[config.mk]
export PLATFORM = sky130hd
export DESIGN_NAME = nrlp_seq
export DESIGN_NICKNAME = d
export VERILOG_FILES = /design/src/rtl/core/nrlp_pkg.sv /design/src/rtl/core/nrlp_seq.sv
export SDC_FILE = /design/constraint.sdc
export NUM_CORES = 1
export LEC_CHECK = 0
export ABC_AREA = 1
export BUFFER_PORTS_ARGS = -buffer_cell sky130_fd_sc_hd__buf_2
export CAP_MARGIN = 30
export CORE_AREA = 2 2 165 126
export CTS_CLUSTER_SIZE = 40
export DETAILED_ROUTE_END_ITERATION = 12
export DIE_AREA = 0 0 167 128
export GPL_ROUTABILITY_DRIVEN = 1
export GPL_TIMING_DRIVEN = 0
export PLACE_DENSITY = 0.68
export SLEW_MARGIN = 20
export SYNTH_ARGS = -nofsm -noshare
export SYNTH_HDL_FRONTEND = slang
export SYNTH_SLANG_ARGS = --single-unit
[constraint.sdc]
create_clock -name clk_i -period 4.1 [get_ports clk_i]
set_input_delay 1.025 -clock clk_i [delete_from_list [all_inputs] [get_ports clk_i]]
set_output_delay 1.025 -clock clk_i [all_outputs]
set_load 0.01 [all_outputs]
[src/rtl/core/nrlp_pkg.sv]
// Package for the nearest-neighbor resampling loop player.
// Holds the word types, configuration bundle, action and register codes.
// No dependencies.
`default_nettype none

package nrlp_pkg;

  // Default frame store depth
  localparam int unsigned MAX_FRAMES_DEF = 16384;

  // Output rates
  localparam logic [15:0] RATE_HIGH = 16'd44100;
  localparam logic [15:0] RATE_LOW  = 16'd22050;

  // Position remainder plus source rate needs 19 bits
  localparam int unsigned REM_W = 19;

  // Action codes
  localparam logic [1:0] ACT_LOAD    = 2'd0;
  localparam logic [1:0] ACT_EMIT    = 2'd1;
  localparam logic [1:0] ACT_RESTART = 2'd2;

  // Configuration register indexes
  localparam logic [1:0] REG_SOURCE_RATE   = 2'd0;
  localparam logic [1:0] REG_FRAME_COUNT   = 2'd1;
  localparam logic [1:0] REG_LOOPING       = 2'd2;
  localparam logic [1:0] REG_STEREO_SOURCE = 2'd3;

  // Configuration reset values
  localparam logic [17:0] SOURCE_RATE_RST = 18'd44100;
  localparam logic [14:0] FRAME_COUNT_RST = 15'd1;

  typedef struct packed {
    logic [1:0]         action;
    logic [13:0]        frame_index;
    logic signed [15:0] left_sample;
    logic signed [15:0] right_sample;
  } in_word_t;

  typedef struct packed {
    logic signed [15:0] out_left;
    logic signed [15:0] out_right;
    logic               ended;
  } out_word_t;

  typedef struct packed {
    logic [17:0] source_rate;
    logic [14:0] frame_count;
    logic        looping;
    logic        stereo_source;
  } cfg_t;

  // Frame store strobes
  typedef struct packed {
    logic wr_en;
    logic rd_en;
  } mem_ctl_t;

endpackage

`default_nettype wire

[src/rtl/core/nrlp_seq.sv]
// Sequencer: position and phase tracking, wrap, store access and output register.
// Uses nrlp_pkg; drives the frame store in nrlp_frame_mem.
`default_nettype none

module nrlp_seq #(
  parameter int unsigned MaxFrames = nrlp_pkg::MAX_FRAMES_DEF,
  parameter int unsigned AddrW     = $clog2(MaxFrames)
) (
  input  wire                   clk_i,
  input  wire                   rst_ni,
  input  wire                   in_valid_i,
  input  nrlp_pkg::in_word_t    in_word_i,
  output logic                  in_stall_o,
  output logic                  out_valid_o,
  input  wire                   out_stall_i,
  output nrlp_pkg::out_word_t   out_word_o,
  input  nrlp_pkg::cfg_t        cfg_i,
  output nrlp_pkg::mem_ctl_t    mem_ctl_o,
  output logic [AddrW-1:0]      mem_waddr_o,
  output logic [31:0]           mem_wdata_o,
  output logic [AddrW-1:0]      mem_raddr_o,
  input  wire  [31:0]           mem_rdata_i
);

  localparam int unsigned PosW = AddrW + 1;
  localparam int unsigned CntW = $clog2(PosW);
  localparam int unsigned RemW = nrlp_pkg::REM_W;

  localparam logic [2:0] S_IDLE  = 3'd0;
  localparam logic [2:0] S_FOLD0 = 3'd1;
  localparam logic [2:0] S_CHECK = 3'd2;
  localparam logic [2:0] S_MOD   = 3'd3;
  localparam logic [2:0] S_READ  = 3'd4;
  localparam logic [2:0] S_DATA  = 3'd5;
  localparam logic [2:0] S_FOLD1 = 3'd6;
  localparam logic [2:0] S_END   = 3'd7;

  logic [2:0]          state_q, state_d;
  logic [PosW-1:0]     pos_q, pos_d;
  logic [RemW-1:0]     rem_q, rem_d;
  logic                ended_q, ended_d;
  logic [PosW-1:0]     mod_q, mod_d;
  logic [CntW-1:0]     step_q, step_d;
  logic                out_valid_q, out_valid_d;
  nrlp_pkg::out_word_t out_word_q, out_word_d;

  logic [RemW-1:0]     rate;
  logic [PosW-1:0]     count;
  logic                out_free;
  logic                in_acc;
  logic [PosW-1:0]     mod_shift;
  logic signed [15:0]  rd_left;
  logic signed [15:0]  rd_right;

  // Output rate and clamped frame count
  assign rate = (cfg_i.source_rate >= 18'(nrlp_pkg::RATE_HIGH)) ?
                RemW'(nrlp_pkg::RATE_HIGH) : RemW'(nrlp_pkg::RATE_LOW);
  assign count = (32'(cfg_i.frame_count) > MaxFrames) ? PosW'(MaxFrames)
                                                      : PosW'(cfg_i.frame_count);

  assign in_stall_o = (state_q != S_IDLE);
  assign in_acc     = in_valid_i && !in_stall_o;
  assign out_free   = !out_valid_q || !out_stall_i;

  // Restoring remainder step: bring in the next dividend bit
  assign mod_shift = {mod_q[PosW-2:0], pos_q[PosW-1]};

  assign rd_left  = mem_rdata_i[15:0];
  assign rd_right = cfg_i.stereo_source ? mem_rdata_i[31:16] : mem_rdata_i[15:0];

  // Store write from a load word, read at the current frame
  always_comb begin
    mem_ctl_o.wr_en = in_acc && (in_word_i.action == nrlp_pkg::ACT_LOAD) &&
                      (32'(in_word_i.frame_index) < MaxFrames);
    mem_ctl_o.rd_en = (state_q == S_READ);
    mem_waddr_o     = AddrW'(in_word_i.frame_index);
    mem_wdata_o     = {in_word_i.right_sample, in_word_i.left_sample};
    mem_raddr_o     = pos_q[AddrW-1:0];
  end

  // Next-state logic
  always_comb begin
    state_d     = state_q;
    pos_d       = pos_q;
    rem_d       = rem_q;
    ended_d     = ended_q;
    mod_d       = mod_q;
    step_d      = step_q;
    out_valid_d = out_valid_q;
    out_word_d  = out_word_q;

    if (out_valid_q && !out_stall_i) begin
      out_valid_d = 1'b0;
    end

    unique case (state_q)
      S_IDLE: begin
        if (in_acc) begin
          if (in_word_i.action == nrlp_pkg::ACT_EMIT) begin
            state_d = ended_q ? S_END : S_FOLD0;
          end else if (in_word_i.action == nrlp_pkg::ACT_RESTART) begin
            pos_d   = '0;
            rem_d   = '0;
            ended_d = 1'b0;
          end
        end
      end
      // Fold remainder for the current rate, one frame a cycle
      S_FOLD0: begin
        if (rem_q >= rate) begin
          rem_d = rem_q - rate;
          pos_d = pos_q + PosW'(1);
        end else begin
          state_d = S_CHECK;
        end
      end
      // End-of-clip check: stop, wrap, or go on to the read
      S_CHECK: begin
        if (count == '0) begin
          ended_d = 1'b1;
          state_d = S_END;
        end else if (pos_q >= count) begin
          if (cfg_i.looping) begin
            mod_d   = '0;
            step_d  = CntW'(PosW - 1);
            state_d = S_MOD;
          end else begin
            ended_d = 1'b1;
            state_d = S_END;
          end
        end else begin
          state_d = S_READ;
        end
      end
      // pos mod count, one bit a cycle; pos shifts out as the remainder builds
      S_MOD: begin
        mod_d = (mod_shift >= count) ? (mod_shift - count) : mod_shift;
        pos_d = {pos_q[PosW-2:0], 1'b0};
        if (step_q == '0) begin
          pos_d   = mod_d;
          state_d = S_READ;
        end else begin
          step_d = step_q - CntW'(1);
        end
      end
      S_READ: begin
        state_d = S_DATA;
      end
      // Frame word back from the store
      S_DATA: begin
        if (out_free) begin
          out_valid_d          = 1'b1;
          out_word_d.out_left  = rd_left;
          out_word_d.out_right = rd_right;
          out_word_d.ended     = 1'b0;
          rem_d                = rem_q + RemW'(cfg_i.source_rate);
          state_d              = S_FOLD1;
        end
      end
      // Fold after the advance
      S_FOLD1: begin
        if (rem_q >= rate) begin
          rem_d = rem_q - rate;
          pos_d = pos_q + PosW'(1);
        end else begin
          state_d = S_IDLE;
        end
      end
      S_END: begin
        if (out_free) begin
          out_valid_d = 1'b1;
          out_word_d  = '{out_left: '0, out_right: '0, ended: 1'b1};
          state_d     = S_IDLE;
        end
      end
      default: begin
        state_d = S_IDLE;
      end
    endcase
  end

  // Control registers
  always_ff @(posedge clk_i or negedge rst_ni) begin
    if (!rst_ni) begin
      state_q     <= S_IDLE;
      pos_q       <= '0;
      rem_q       <= '0;
      ended_q     <= 1'b0;
      out_valid_q <= 1'b0;
    end else begin
      state_q     <= state_d;
      pos_q       <= pos_d;
      rem_q       <= rem_d;
      ended_q     <= ended_d;
      out_valid_q <= out_valid_d;
    end
  end

  // Payload registers
  always_ff @(posedge clk_i) begin
    mod_q      <= mod_d;
    step_q     <= step_d;
    out_word_q <= out_word_d;
  end

  assign out_valid_o = out_valid_q;
  assign out_word_o  = out_word_q;

endmodule

`default_nettype wire

Yosys cells after proc, flatten, opt, wreduce, memory -nomap -nowiden --
Index checks and enable logic that the tools add are counted.
Cells by class: $lt $le $gt $ge 5, equal/unequal tests 25, add/sub/neg operators 5, mux-type cells 50, reductions and logical operators 26
Operator list (count):
- $mux 15 | 7
- $mux 19 | 5
- $mux 33 | 2
- $pmux 33 s2 | 1
- $pmux 19 s3 | 1
- $pmux 15 s3 | 1
- $mux 14 | 3
- $mux 3 | 11
- $mux 16 | 2
- $ge 15x15->1 | 2
- $pmux 14 s2 | 1
- $ne 2x2->1 const B | 13
- $pmux 3 s8 | 1
- $add 19x18->19 | 1
- $ge 19x16->1 | 1
- $sub 19x16->19 | 1
- $ge 18x16->1 const B | 1
- $mux 4 | 4
- $add 15x1->15 const B | 1
- $gt 15x15->1 const B | 1
- $logic_not 15->1 | 1
- $sub 15x15->15 | 1
- $eq 3x3->1 const B | 4
- $reduce_and 6->1 | 2
- other kinds (23) | 43
Storage, ports and cells: input bits 119, bits in registers 90, word-level logic and storage cells 121, output and inout port bits 97

Depth between registers and ports, before layout --
Gate-level depths: netlist of run 1.
word-level depth 6, gate-level depth with buffers 24, depth with buffers taken out 23

Worst setup path before layout of run 1 --
OpenSTA, ideal clock, no wires.
path type input -> register, start in cfg_i[6] (netlist name), end reg mod_q[0] (enable), setup time 390 ps, buffers on the path 1, slack 166 ps, stages 15, arrival time 3545 ps, required time 3710 ps, cell sequence or2_0 > nor2_1 > nand2_1 > nand2_1 > clkbuf_1 > nand2_1 > ha_1 > nand2_1 > o21ai_0 > nand2_1 > nand2_1 > nand3_1 > nand3_1 > a21oi_1 > a21oi_1
Between the ends: word-level cells in the longest chain between the ends 5, elaborated cells on any way between the ends 7
Ends and longest elaborated chain:
- start, declared | line nrlp_seq.sv:17 | input nrlp_pkg::cfg_t cfg_i,
- $gt 15x15->1 | line nrlp_seq.sv:58 | assign count = (32'(cfg_i.frame_count) > MaxFrames) ? PosW'(MaxFrames)
- $mux 15 * | line nrlp_seq.sv:58
- $ge 15x15->1 or $logic_not 15->1 (tied branches) | line nrlp_seq.sv:122, nrlp_seq.sv:119
- $ne 2x2->1 (no source line)
- $reduce_and 4->1 (no source line) *
- end signal, assigned | line nrlp_seq.sv:201 | mod_q <= mod_d;
- end, declared | line nrlp_seq.sv:42 | logic [PosW-1:0] mod_q, mod_d;
Every way passes the cells marked *; elsewhere a longest branch is shown, timed or not. A chain may end at the register's enable or synchronous reset.

Final worst setup path of run 1 --
start in cfg_i[22] (netlist name), end reg rem_q[4]
Between the ends: word-level cells in the longest chain between the ends 5, elaborated cells on any way between the ends 8
Ends and longest elaborated chain:
- $ge 18x16->1 * | line nrlp_seq.sv:56 | assign rate = (cfg_i.source_rate >= 18'(nrlp_pkg::RATE_HIGH)) ?
- $mux 16 * | line nrlp_seq.sv:56
- $sub 19x16->19 or $ge 19x16->1 (tied branches)
- $mux 19 or $ne 2x1->1 (tied branches)
- $pmux 19 s3 or $reduce_and 6->1 (tied branches)
- end signal, assigned | line nrlp_seq.sv:193 | rem_q <= rem_d;
- end, declared | line nrlp_seq.sv:40 | logic [RemW-1:0] rem_q, rem_d;
Every way passes the cells marked *; elsewhere a longest branch is shown, timed or not. The select of a mux whose other input is x is not followed.

==> results of run 1 <==
-- registers in the layout (all words and copies together) (netlist names) --
signal,flops
out_word_o,33
rem_q,19
pos_q,15
mod_q,14
step_q,4
state_q,3
ended_q,1
out_valid_o,1
-- what timing repair did --
action                     CTS  global route
hold buffers                 0             0
buffers inserted             1             9
setup endpoints to repair   50            53
resized for setup            6            17
pin swaps                    1             6
cloned                       0             0
-- layout by cell type, fill, tap and decap left out, types with 14 or more instances in the layout --
cell type	Yosys	layout
a21oi_1	55	53
buf_2	6	172
buf_4	61	71
dfrtp_1	39	39
edfxtp_1	51	51
ha_1	60	59
inv_1	134	133
inv_2	21	21
mux2_2	16	16
nand2_1	391	389
nand2_2	20	21
nand3_1	83	82
nand4_1	19	19
nor2_1	117	117
o21ai_0	44	42
o21ai_2	14	14
-- power by group through the flow --
stage,Sequential [mW],Combinational (mW),Clock (mW)
3_3_place_gp,1.46,3.26,0
5_1_grt,1.47,3.95,0.880
4_1_cts,1.44,3.39,0.845
2_1_floorplan,1.48,2.38,0
3_5_place_dp,1.45,3.36,0
6_report,1.44,3.55,0.834
-- worst min-delay path by stage --
stage	endpoint	slack, ns	cells after the start
final	ended_q$_DFFE_PN0P_	0.55	2
after global routing	rem_q[12]$_DFFE_PN0P_	0.57	2
after CTS	ended_q$_DFFE_PN0P_	0.54	2
after detailed placement	ended_q$_DFFE_PN0P_	0.52	2
after global placement	ended_q$_DFFE_PN0P_	0.48	2
after floorplan	ended_q$_DFFE_PN0P_	0.44	2
-- metrics by stage --
stage / setup WS, ns / TNS (ns)
floorplan: 0.166 / 0
global route: -0.0643 / -0.772
finish: 0.242 / 0
detailed placement: -0.766 / -32.66
CTS: 0.00214 / 0
global placement: -0.921 / -37.38
-- layer usage --
| layer | vias up | wire, um |
|---|---|---|
| li1 | 4431 | - |
| met1 | 3909 | 12000 |
| met2 | 322 | 10200 |
| met3 | 22 | 2230 |
| met4 | 0 | 242 |
| met5 | - | 0 |
-- area by class of cell --
type | count | area (um^2)
inverters | 157 | 604
multi-input cells | 933 | 5150
clock buffers | 10 | 229
clock inverters | 6 | 55.1
well taps | 258 | 323
fillers | 1985 | 9420
flip-flops and latches | 90 | 2510
repair buffers | 180 | 983
plain buffers | 82 | 606
-- cells by family (layout without fill, tap and decap cells) --
family,Yosys count,count (layout),share of synthesized area (%)
mux,16,16,2.05
flops,90,90,28.6
buf+inv,239,435,13.6
compound gates,150,150,9.98
fa+ha+maj,63,63,9.24
xor+xnor,15,15,1.50
simple gates,689,689,35.0
-- critical path: cells and delay by family --
kind,cells,cell delay [ns]
adder cells (fa/ha/maj),2,0.54
AO/OA/AOI/OAI,6,0.73
AND/OR/NAND/NOR,11,1.27
buffers and inverters,5,0.50
==> results.sh, run 1 <==
export IMPL_cts_sinks=90
export IMPL_p_sw_mw=2.84
export IMPL_io_pins=216
export IMPL_cp_slowest_cell="fa_2"
export IMPL_clock_skew_ns=0.0129
export IMPL_syn_cell_area_um2=8770
export IMPL_busiest_layer="met1"
export IMPL_hp_start="ended_q$_DFFE_PN0P_"
export IMPL_max_stage_delay_ns=0.36
export IMPL_die_x_um=167
export IMPL_power_density_nw_per_um2=557
export IMPL_core_um2=19900
export IMPL_peakVddDrop_mv=0.354
export IMPL_hold_path_class="register to register"
export IMPL_groute_usage_overall_pct=22.7
export IMPL_crit_top_cell="nand2_1"
export IMPL_dp_cells=1689
export IMPL_internal_power_mw=2.97
export IMPL_crit_path_start_kind="input pin"
export IMPL_hold_slack_ns=0.548
export IMPL_vias=8684
export IMPL_fp_dieH_um=128
export IMPL_crit_chain="buf_2 -> nor4_4 -> o21ai_2 -> a31oi_1 -> nor2_1 -> o21ai_1 -> nand2_2 -> clkinv_4 -> ha_2 -> inv_1 -> fa_2 -> nor2_1 -> nand2_1 -> nand2_1 -> nand3_2 -> o21ai_4 -> o21ai_2 -> nand2_2 -> nand3_4 -> nand2_4 -> inv_4 -> buf_6 -> nand2_1 -> o21ai_1"
export IMPL_swShare_pct=48.9
export IMPL_worstPathRequired_ns=4.34
export IMPL_use_met1_pct=33.6
export IMPL_synthTopCellsByCount="nand2_1 (391), inv_1 (134), nor2_1 (117)"
export IMPL_cts_made_buffers=9
export IMPL_final_hold_violation_count=0
export IMPL_nets=1635
export IMPL_met2_usage_pct=33.2
export IMPL_port_buffers=168
export IMPL_netlist_area_leader_share_pct=17.5
export IMPL_die_area_um2=21400
export IMPL_max_freq_mhz=259
export IMPL_final_area_um2=10500
export IMPL_drt_initial_drc_count=720
export IMPL_grt_overflow=0
export IMPL_ys_seq_area_share_pct=28.6
export IMPL_max_slew_worst_pin_slew_ns=0.725
export IMPL_cp_data_arrival_time_ns=4.10
export IMPL_timing_rr_end="rem_q[4]$_DFFE_PN0P_"
export IMPL_clockPowerShare_pct=14.3
export IMPL_synth_seq_cells=90
export IMPL_cp_max_fo=10
export IMPL_max_slew_margin_pct=51.7
export IMPL_htree_levels=3
export IMPL_clock_latency_ns=0.35
export IMPL_grt_pass1_vias=7697
export IMPL_synthArstFlopShare_pct=43.3
export IMPL_path_class="input pin to register"
export IMPL_synth_flop_cell="edfxtp_1"
export IMPL_endpoint="rem_q[4]$_DFFE_PN0P_"
export IMPL_viasPerCell=5.06
export IMPL_synth_edff_count=51
export IMPL_synth_cells=1262
export IMPL_crit_start="cfg_i[22]"
export IMPL_ys_types=56
export IMPL_r2r_start="rem_q[1]$_DFFE_PN0P_"
export IMPL_grt_antenna_before_repair=0
export IMPL_grt_max_degree=40
export IMPL_std_cell_rows=45
export IMPL_drive_gt1_share_pct=26.9
export IMPL_post_route_min_period_ns=3.86
export IMPL_synth_warnings=0
export IMPL_power_frac_comb_pct=60.9
export IMPL_endpoint_kind="register"
export IMPL_initial_core_util_pct=44.1
export IMPL_cts_tree="built"
export IMPL_place_area_um2=9980
export IMPL_drv_slew=0
export IMPL_cts_root_buf="clkbuf_16"
export IMPL_use_met3_pct=6.08
export IMPL_wl_um=24700
export IMPL_antennaDiodeCount=0
export IMPL_syn_mean_instance_area_um2=6.95
export IMPL_drt_wirelength_per_cell_um=14.4
export IMPL_r2r_cells=17
export IMPL_place_congestion=0.936
export IMPL_r2r_slack_ns=1.51
export IMPL_drc=0
export IMPL_total_power_mw=5.82
export IMPL_finish_utilization_pct=52.6
export IMPL_dp_hpwl_um=20000
export IMPL_layoutNonFillerInstCount=1716
export IMPL_synth_nets=1444
export IMPL_dr_pass1_iters=6
export IMPL_yosysMostFrequentCell="nand2_1"
export IMPL_final_setup_viol_count=0
export IMPL_synth_area_top_cells="edfxtp_1 (17%), nand2_1 (17%), dfrtp_1 (11%)"
export IMPL_maxCapViolations=0
export IMPL_post_route_period_util_pct=94.1
export IMPL_status="complete, no violations"
export IMPL_ant_nets=0
export IMPL_grt_pass1_wl_um=39000
export IMPL_cts_buffer_depth=2
export IMPL_p_seq_share_pct=24.7
export IMPL_path_clk_slew_ns=0.08
export IMPL_leakage_nw=5.56
export IMPL_syn2layout_area_growth_pct=19.1
export IMPL_synth_top_cell_by_area="edfxtp_1"
(Power assumes the default switching activity.)
==> inputs of run 2 (changes only) <==
--- a/config.mk
+++ b/config.mk
@@ -8,13 +8,13 @@
 export ABC_AREA = 1
 export BUFFER_PORTS_ARGS = -buffer_cell sky130_fd_sc_hd__buf_2
 export CAP_MARGIN = 30
-export CORE_AREA = 2 2 165 126
+export CORE_AREA = 2 2 149 115
 export CTS_CLUSTER_SIZE = 40
 export DETAILED_ROUTE_END_ITERATION = 12
-export DIE_AREA = 0 0 167 128
+export DIE_AREA = 0 0 151 117
 export GPL_ROUTABILITY_DRIVEN = 1
 export GPL_TIMING_DRIVEN = 0
-export PLACE_DENSITY = 0.68
+export PLACE_DENSITY = 0.81
 export SLEW_MARGIN = 20
 export SYNTH_ARGS = -nofsm -noshare
 export SYNTH_HDL_FRONTEND = slang
==> run 2 against run 1 <==
Against the previous run: non-clock buffer count down 5; critical endpoint is now pos_q[7]$_DFFE_PN0P_; utilization rose by 11 points; sequential share of layout area is 0.23 points higher; via count grew 1.3%; total power down 0.60%; wire length up 1.4%; fmax increased by 0.29%; highest routed layer unchanged; critical path depth unchanged; sequential power barely moved.
==> results.sh, run 2 (same netlist as run 1, synthesis figures left out) <==
export IMPL_status="complete, no violations"
export IMPL_cts_root_buf="clkbuf_16"
export IMPL_crit_top_cell="nand2_1"
export IMPL_worstPathRequired_ns=4.35
export IMPL_drv_slew=0
export IMPL_cts_buffer_depth=2
export IMPL_grt_overflow=0
export IMPL_syn2layout_area_growth_pct=18.0
export IMPL_finish_utilization_pct=63.5
export IMPL_cts_sinks=90
export IMPL_power_density_nw_per_um2=558
export IMPL_nets=1630
export IMPL_cp_data_arrival_time_ns=4.09
export IMPL_crit_chain="buf_2 -> nor4_4 -> o21ai_2 -> a31oi_2 -> nor2_1 -> o21ai_1 -> nand2_2 -> clkinv_4 -> ha_1 -> inv_1 -> fa_1 -> nor2_1 -> nand2_1 -> nand2_1 -> nand3_1 -> o21ai_4 -> o21ai_4 -> nand2_4 -> nand3_4 -> nand2_4 -> clkinv_4 -> buf_6 -> nand2_1 -> nand2_1"
export IMPL_leakage_nw=5.53
export IMPL_groute_usage_overall_pct=28.3
export IMPL_crit_path_start_kind="input pin"
export IMPL_post_route_period_util_pct=93.8
export IMPL_ant_nets=0
export IMPL_tns_ns=0
export IMPL_std_cell_rows=41
export IMPL_dp_hpwl_um=20300
export IMPL_fp_dieH_um=117
export IMPL_max_slew_worst_pin_slew_ns=0.736
export IMPL_mostFrequentLayoutCell="nand2_1"
export IMPL_final_setup_viol_count=0
export IMPL_final_cell_mix="nand2_1 (389), buf_2 (174), inv_1 (133), nor2_1 (117), nand3_1 (83)"
export IMPL_layoutNonFillerInstCount=1668
export IMPL_grt_max_degree=40
export IMPL_drc=0
export IMPL_wl_um=25000
export IMPL_antennaDiodeCount=0
export IMPL_grt_pass1_wl_um=39100
export IMPL_drt_initial_drc_count=719
export IMPL_path_clk_slew_ns=0.07
export IMPL_cts_tree="built"
export IMPL_r2r_slack_ns=1.42
export IMPL_die_x_um=151
export IMPL_peakVddDrop_mv=0.383
export IMPL_vias=8799
export IMPL_path_class="input pin to register"
export IMPL_grt_antenna_before_repair=0
export IMPL_viasPerCell=5.28
export IMPL_drt_wirelength_per_cell_um=15.0
export IMPL_max_stage_delay_ns=0.40
export IMPL_dp_cells=1646
export IMPL_maxCapViolations=0
export IMPL_max_slew_margin_pct=50.9
export IMPL_largest_reg_flops=33
export IMPL_cp_slowest_cell="fa_1"
export IMPL_clock_latency_ns=0.36
export IMPL_io_pins=216
export IMPL_max_freq_mhz=260
export IMPL_core_um2=16300
export IMPL_endpoint_kind="register"
export IMPL_clock_skew_ns=0.0126
export IMPL_final_hold_violation_count=0
export IMPL_total_power_mw=5.78
export IMPL_hold_path_class="register to register"
export IMPL_cp_top_family="simple AND/OR/NAND/NOR gates"
export IMPL_dr_pass1_iters=8
export IMPL_port_buffers=168
export IMPL_cp_num_cells=24
export IMPL_place_congestion=0.943
export IMPL_r2r_cells=16
export IMPL_cp_max_fo=10
export IMPL_cts_made_buffers=9
export IMPL_path_buf_inv=5
export IMPL_drive_gt1_share_pct=26.5
export IMPL_post_route_min_period_ns=3.85
export IMPL_initial_core_util_pct=53.8
export IMPL_htree_levels=3
export IMPL_worstHoldPathCells=2
export IMPL_die_area_um2=17700
export IMPL_grt_pass1_vias=7749
export IMPL_rsz0062_at_grt="yes"
run 2: cell type report:
cell class | count | area, um^2
Fill cell | 1483 | 5960
Multi-Input combinational cell | 933 | 5160
Sequential cell | 90 | 2510
Timing Repair Buffer | 175 | 938
Inverter | 157 | 602
Buffer | 82 | 601
Tap cell | 215 | 269
Clock buffer | 10 | 229
Clock inverter | 6 | 55.1
run 2: repair_timing:
item,in CTS,in global routing
gates cloned,0,0
hold endpoints to repair,0,0
pin swaps,1,3
resized for setup,5,14
setup endpoints to repair,50,52
hold buffers,0,0
buffers inserted,1,4
run 2: path summary, 6_finish.rpt:
kind / from / end
max in group asynchronous: rst_ni / pos_q[13]$_DFFE_PN0P_
min in group asynchronous: rst_ni / rem_q[16]$_DFFE_PN0P_
worst min-delay path: ended_q$_DFFE_PN0P_ / ended_q$_DFFE_PN0P_
worst max register to register: pos_q[14]$_DFFE_PN0P_ / pos_q[14]$_DFFE_PN0P_
worst max-delay path: cfg_i[20] / pos_q[7]$_DFFE_PN0P_
worst min register to register: ended_q$_DFFE_PN0P_ / ended_q$_DFFE_PN0P_
run 2: stage by stage:
stage	worst slack (ns)	hold slack [ns]	area (um^2)
after floorplan	0.166	0.442	8770
final	0.253	0.506	10400
after detailed placement	-0.700	0.477	9930
after global placement	-0.844	0.474	9880
after CTS	0.0230	0.499	10200
after global routing	-0.00726	0.527	10400
run 2: report_power, final:
part	switching, mW	total [mW]	internal [mW]
clock network	0.411	0.838	0.428
registers	0.175	1.44	1.26
logic	2.25	3.51	1.25
run 2: worst reg2reg max path, cell delays in order (launching register included):
cell and delay (ns):
dfrtp_1 0.46, inv_1 0.16, ha_1 0.16, inv_1 0.07
fa_1 0.44, nand3_1 0.11, nand3_1 0.22, nand2_1 0.12
nand2_1 0.14, nand3_1 0.14, nand3_1 0.08, nand3_1 0.11
nand3_1 0.08, nand2_1 0.10, nand2_1 0.05, nand2_1 0.05
nand2_1 0.05
run 2: per-layer routing:
metal	GRT usage [%]	wire length [um]
met1	40.9	11400
met2	44.4	10900
met3	6.51	2420
met4	4.98	240
met5	0	0
==> inputs of run 3 (changes only) <==
--- a/config.mk
+++ b/config.mk
@@ -6,7 +6,7 @@
 export NUM_CORES = 1
 export LEC_CHECK = 0
 export ABC_AREA = 1
-export BUFFER_PORTS_ARGS = -buffer_cell sky130_fd_sc_hd__buf_2
+export BUFFER_PORTS_ARGS = -buffer_cell sky130_fd_sc_hd__buf_4
 export CAP_MARGIN = 30
 export CORE_AREA = 2 2 149 115
 export CTS_CLUSTER_SIZE = 40
==> run 3 against run 2 <==
Against the previous run: fmax down 0.28%; largest cell class unchanged; critical path depth unchanged; clock skew about the same; wire length up 0.61%; design area up 3.7%; largest power group unchanged; register-to-register slack better by 0.04 ns; first-iteration DRC count up 9.3%; critical endpoint is now pos_q[6]$_DFFE_PN0P_; count of clock-buffer cells in the layout unchanged.
==> results.sh, run 3 (same netlist as run 1, synthesis figures left out) <==
export IMPL_cp_top_family="simple AND/OR/NAND/NOR gates"
export IMPL_postCtsHoldBufs=0
export IMPL_max_freq_mhz=259
export IMPL_cts_buffer_depth=2
export IMPL_grt_overflow=0
export IMPL_leakage_nw=5.65
export IMPL_dp_cells=1646
export IMPL_fin_ws_ns=0.242
export IMPL_antennaDiodeCount=0
export IMPL_place_ws_ns=-0.797
export IMPL_status="complete, no violations"
export IMPL_drv_slew=0
export IMPL_vias=8811
export IMPL_std_cell_rows=41
export IMPL_multi_input_area_um2=5140
export IMPL_cts_root_buf="clkbuf_16"
export IMPL_peakVddDrop_mv=0.394
export IMPL_drive_gt1_share_pct=26.4
export IMPL_cts_made_buffers=9
export IMPL_port_buffers=168
export IMPL_r2r_cells=17
export IMPL_path_buf_inv=5
export IMPL_power_density_nw_per_um2=551
export IMPL_worstHoldPathCells=2
export IMPL_place_area_um2=10300
export IMPL_r2r_start="rem_q[1]$_DFFE_PN0P_"
export IMPL_syn2layout_area_growth_pct=22.5
export IMPL_hp_start="ended_q$_DFFE_PN0P_"
export IMPL_cp_slowest_cell="fa_2"
export IMPL_dr_pass1_iters=5
export IMPL_drc=0
export IMPL_final_cell_mix="nand2_1 (389), buf_4 (232), inv_1 (133), nor2_1 (117), nand3_1 (83)"
export IMPL_path_class="input pin to register"
export IMPL_max_slew_margin_pct=56.9
export IMPL_die_area_um2=17700
export IMPL_nets=1628
export IMPL_final_area_um2=10700
export IMPL_clock_skew_ns=0.0125
export IMPL_place_congestion=0.946
export IMPL_post_route_min_period_ns=3.86
export IMPL_core_um2=16300
export IMPL_timing_rr_end="pos_q[6]$_DFFE_PN0P_"
export IMPL_crit_path_start_kind="input pin"
export IMPL_max_stage_delay_ns=0.35
export IMPL_crit_top_cell="nand2_1"
export IMPL_initial_core_util_pct=53.8
export IMPL_hold_path_class="register to register"
export IMPL_fp_dieH_um=117
export IMPL_r2r_slack_ns=1.46
export IMPL_io_pins=216
export IMPL_cp_data_arrival_time_ns=4.10
export IMPL_num_fill_cells=1459
export IMPL_grt_pass1_wl_um=39600
export IMPL_finish_utilization_pct=65.9
export IMPL_wl_um=25200
export IMPL_grt_max_degree=40
export IMPL_endpoint_kind="register"
export IMPL_cp_max_fo=10
export IMPL_cts_tree="built"
export IMPL_hold_slack_ns=0.494
export IMPL_groute_usage_overall_pct=28.6
export IMPL_layoutNonFillerInstCount=1666
export IMPL_post_route_period_util_pct=94.1
export IMPL_cts_sinks=90
export IMPL_drt_initial_drc_count=786
export IMPL_ant_nets=0
export IMPL_total_power_mw=5.92
export IMPL_grt_pass1_vias=7852
export IMPL_path_clk_slew_ns=0.06
export IMPL_die_x_um=151
export IMPL_tns_ns=0
export IMPL_hold_end="ended_q$_DFFE_PN0P_"
export IMPL_worstPathRequired_ns=4.34
export IMPL_viasPerCell=5.29
export IMPL_dp_hpwl_um=20700
export IMPL_mostFrequentLayoutCell="nand2_1"
export IMPL_max_slew_worst_pin_slew_ns=0.646
export IMPL_regArea_um2=2510
export IMPL_clock_latency_ns=0.36
export IMPL_crit_chain="buf_4 -> nor4_4 -> o21ai_1 -> a31oi_1 -> nor2_1 -> o21ai_1 -> nand2_2 -> clkinv_4 -> ha_1 -> inv_1 -> fa_2 -> nor2_1 -> nand2_1 -> nand2_1 -> nand3_1 -> o21ai_4 -> o21ai_2 -> nand2_2 -> nand3_4 -> nand2_4 -> clkinv_4 -> buf_6 -> nand2_1 -> nand2_1"
export IMPL_maxCapViolations=0
export IMPL_final_setup_viol_count=0
export IMPL_htree_levels=3
export IMPL_grt_antenna_before_repair=0
export IMPL_final_hold_violation_count=0
export IMPL_largest_reg_flops=33
export IMPL_drt_wirelength_per_cell_um=15.1
run 3: changes by cell type in the layout (fill, tap and decap cells not counted), moves of 2 or more:
cell,delta
buf_2,-168
inv_6,-2
buf_4,+167
inv_8,+2
run 3: worst max path at each step:
stage,from,to,slack [ns],depth (start not counted)
final,cfg_i[20],pos_q[6]$_DFFE_PN0P_,0.24,24
after global routing,cfg_i[20],pos_q[12]$_DFFE_PN0P_,-0.001,24
after CTS,cfg_i[20],pos_q[12]$_DFFE_PN0P_,0.009,24
after detailed placement,cfg_i[20],pos_q[12]$_DFFE_PN0P_,-0.80,24
after global placement,cfg_i[6],mod_q[0]$_SDFFCE_PN0P_,-0.86,16
after floorplan,cfg_i[6],mod_q[0]$_SDFFCE_PN0P_,0.17,15
run 3: what timing repair did:
item | in CTS | in global routing
resized for setup | 6 | 10
cloned | 0 | 0
setup endpoints to repair | 50 | 62
pin swaps | 1 | 2
setup buffers | 1 | 3
run 3: cell type report:
class,instances,share of cell area [%]
inverter,157,5.60
clock buffer,10,2.22
multi-input combinational,933,47.8
tap,215,2.50
timing repair buffer,173,12.4
buffer,82,5.59
clock inverter,6,0.559
sequential,90,23.3
run 3: layer usage:
layer	wire [um]	GRT usage [%]	part of all wire [%]	vias up
met5	0	0	0	-
met4	154	4.55	0.61	0
met3	2370	6.71	9.4	20
met2	10900	44.2	43	381
met1	11700	41.7	47	3983
li1	-	-	-	4427
run 3: worst reg2reg max path, cell delays in order, from the launching register on:
cell and delay (ns):
dfrtp_1 0.42, inv_1 0.10, ha_1 0.16, inv_1 0.07, fa_2 0.35, nor2_1 0.11, nand2_1 0.08, nand2_1 0.09
nand3_1 0.13, o21ai_4 0.12, o21ai_2 0.12, nand2_2 0.15, nand3_4 0.11, nand2_4 0.13, clkinv_4 0.11, buf_6 0.16
nand2_1 0.06, nand2_1 0.04
run 3: report_power, final:
| group | switching [mW] | leakage (nW) | total (mW) | internal, mW |
|---|---|---|---|---|
| registers | 0.184 | 0.980 | 1.45 | 1.27 |
| logic | 2.27 | 4.52 | 3.61 | 1.34 |
| clock network | 0.409 | 0.150 | 0.857 | 0.448 |
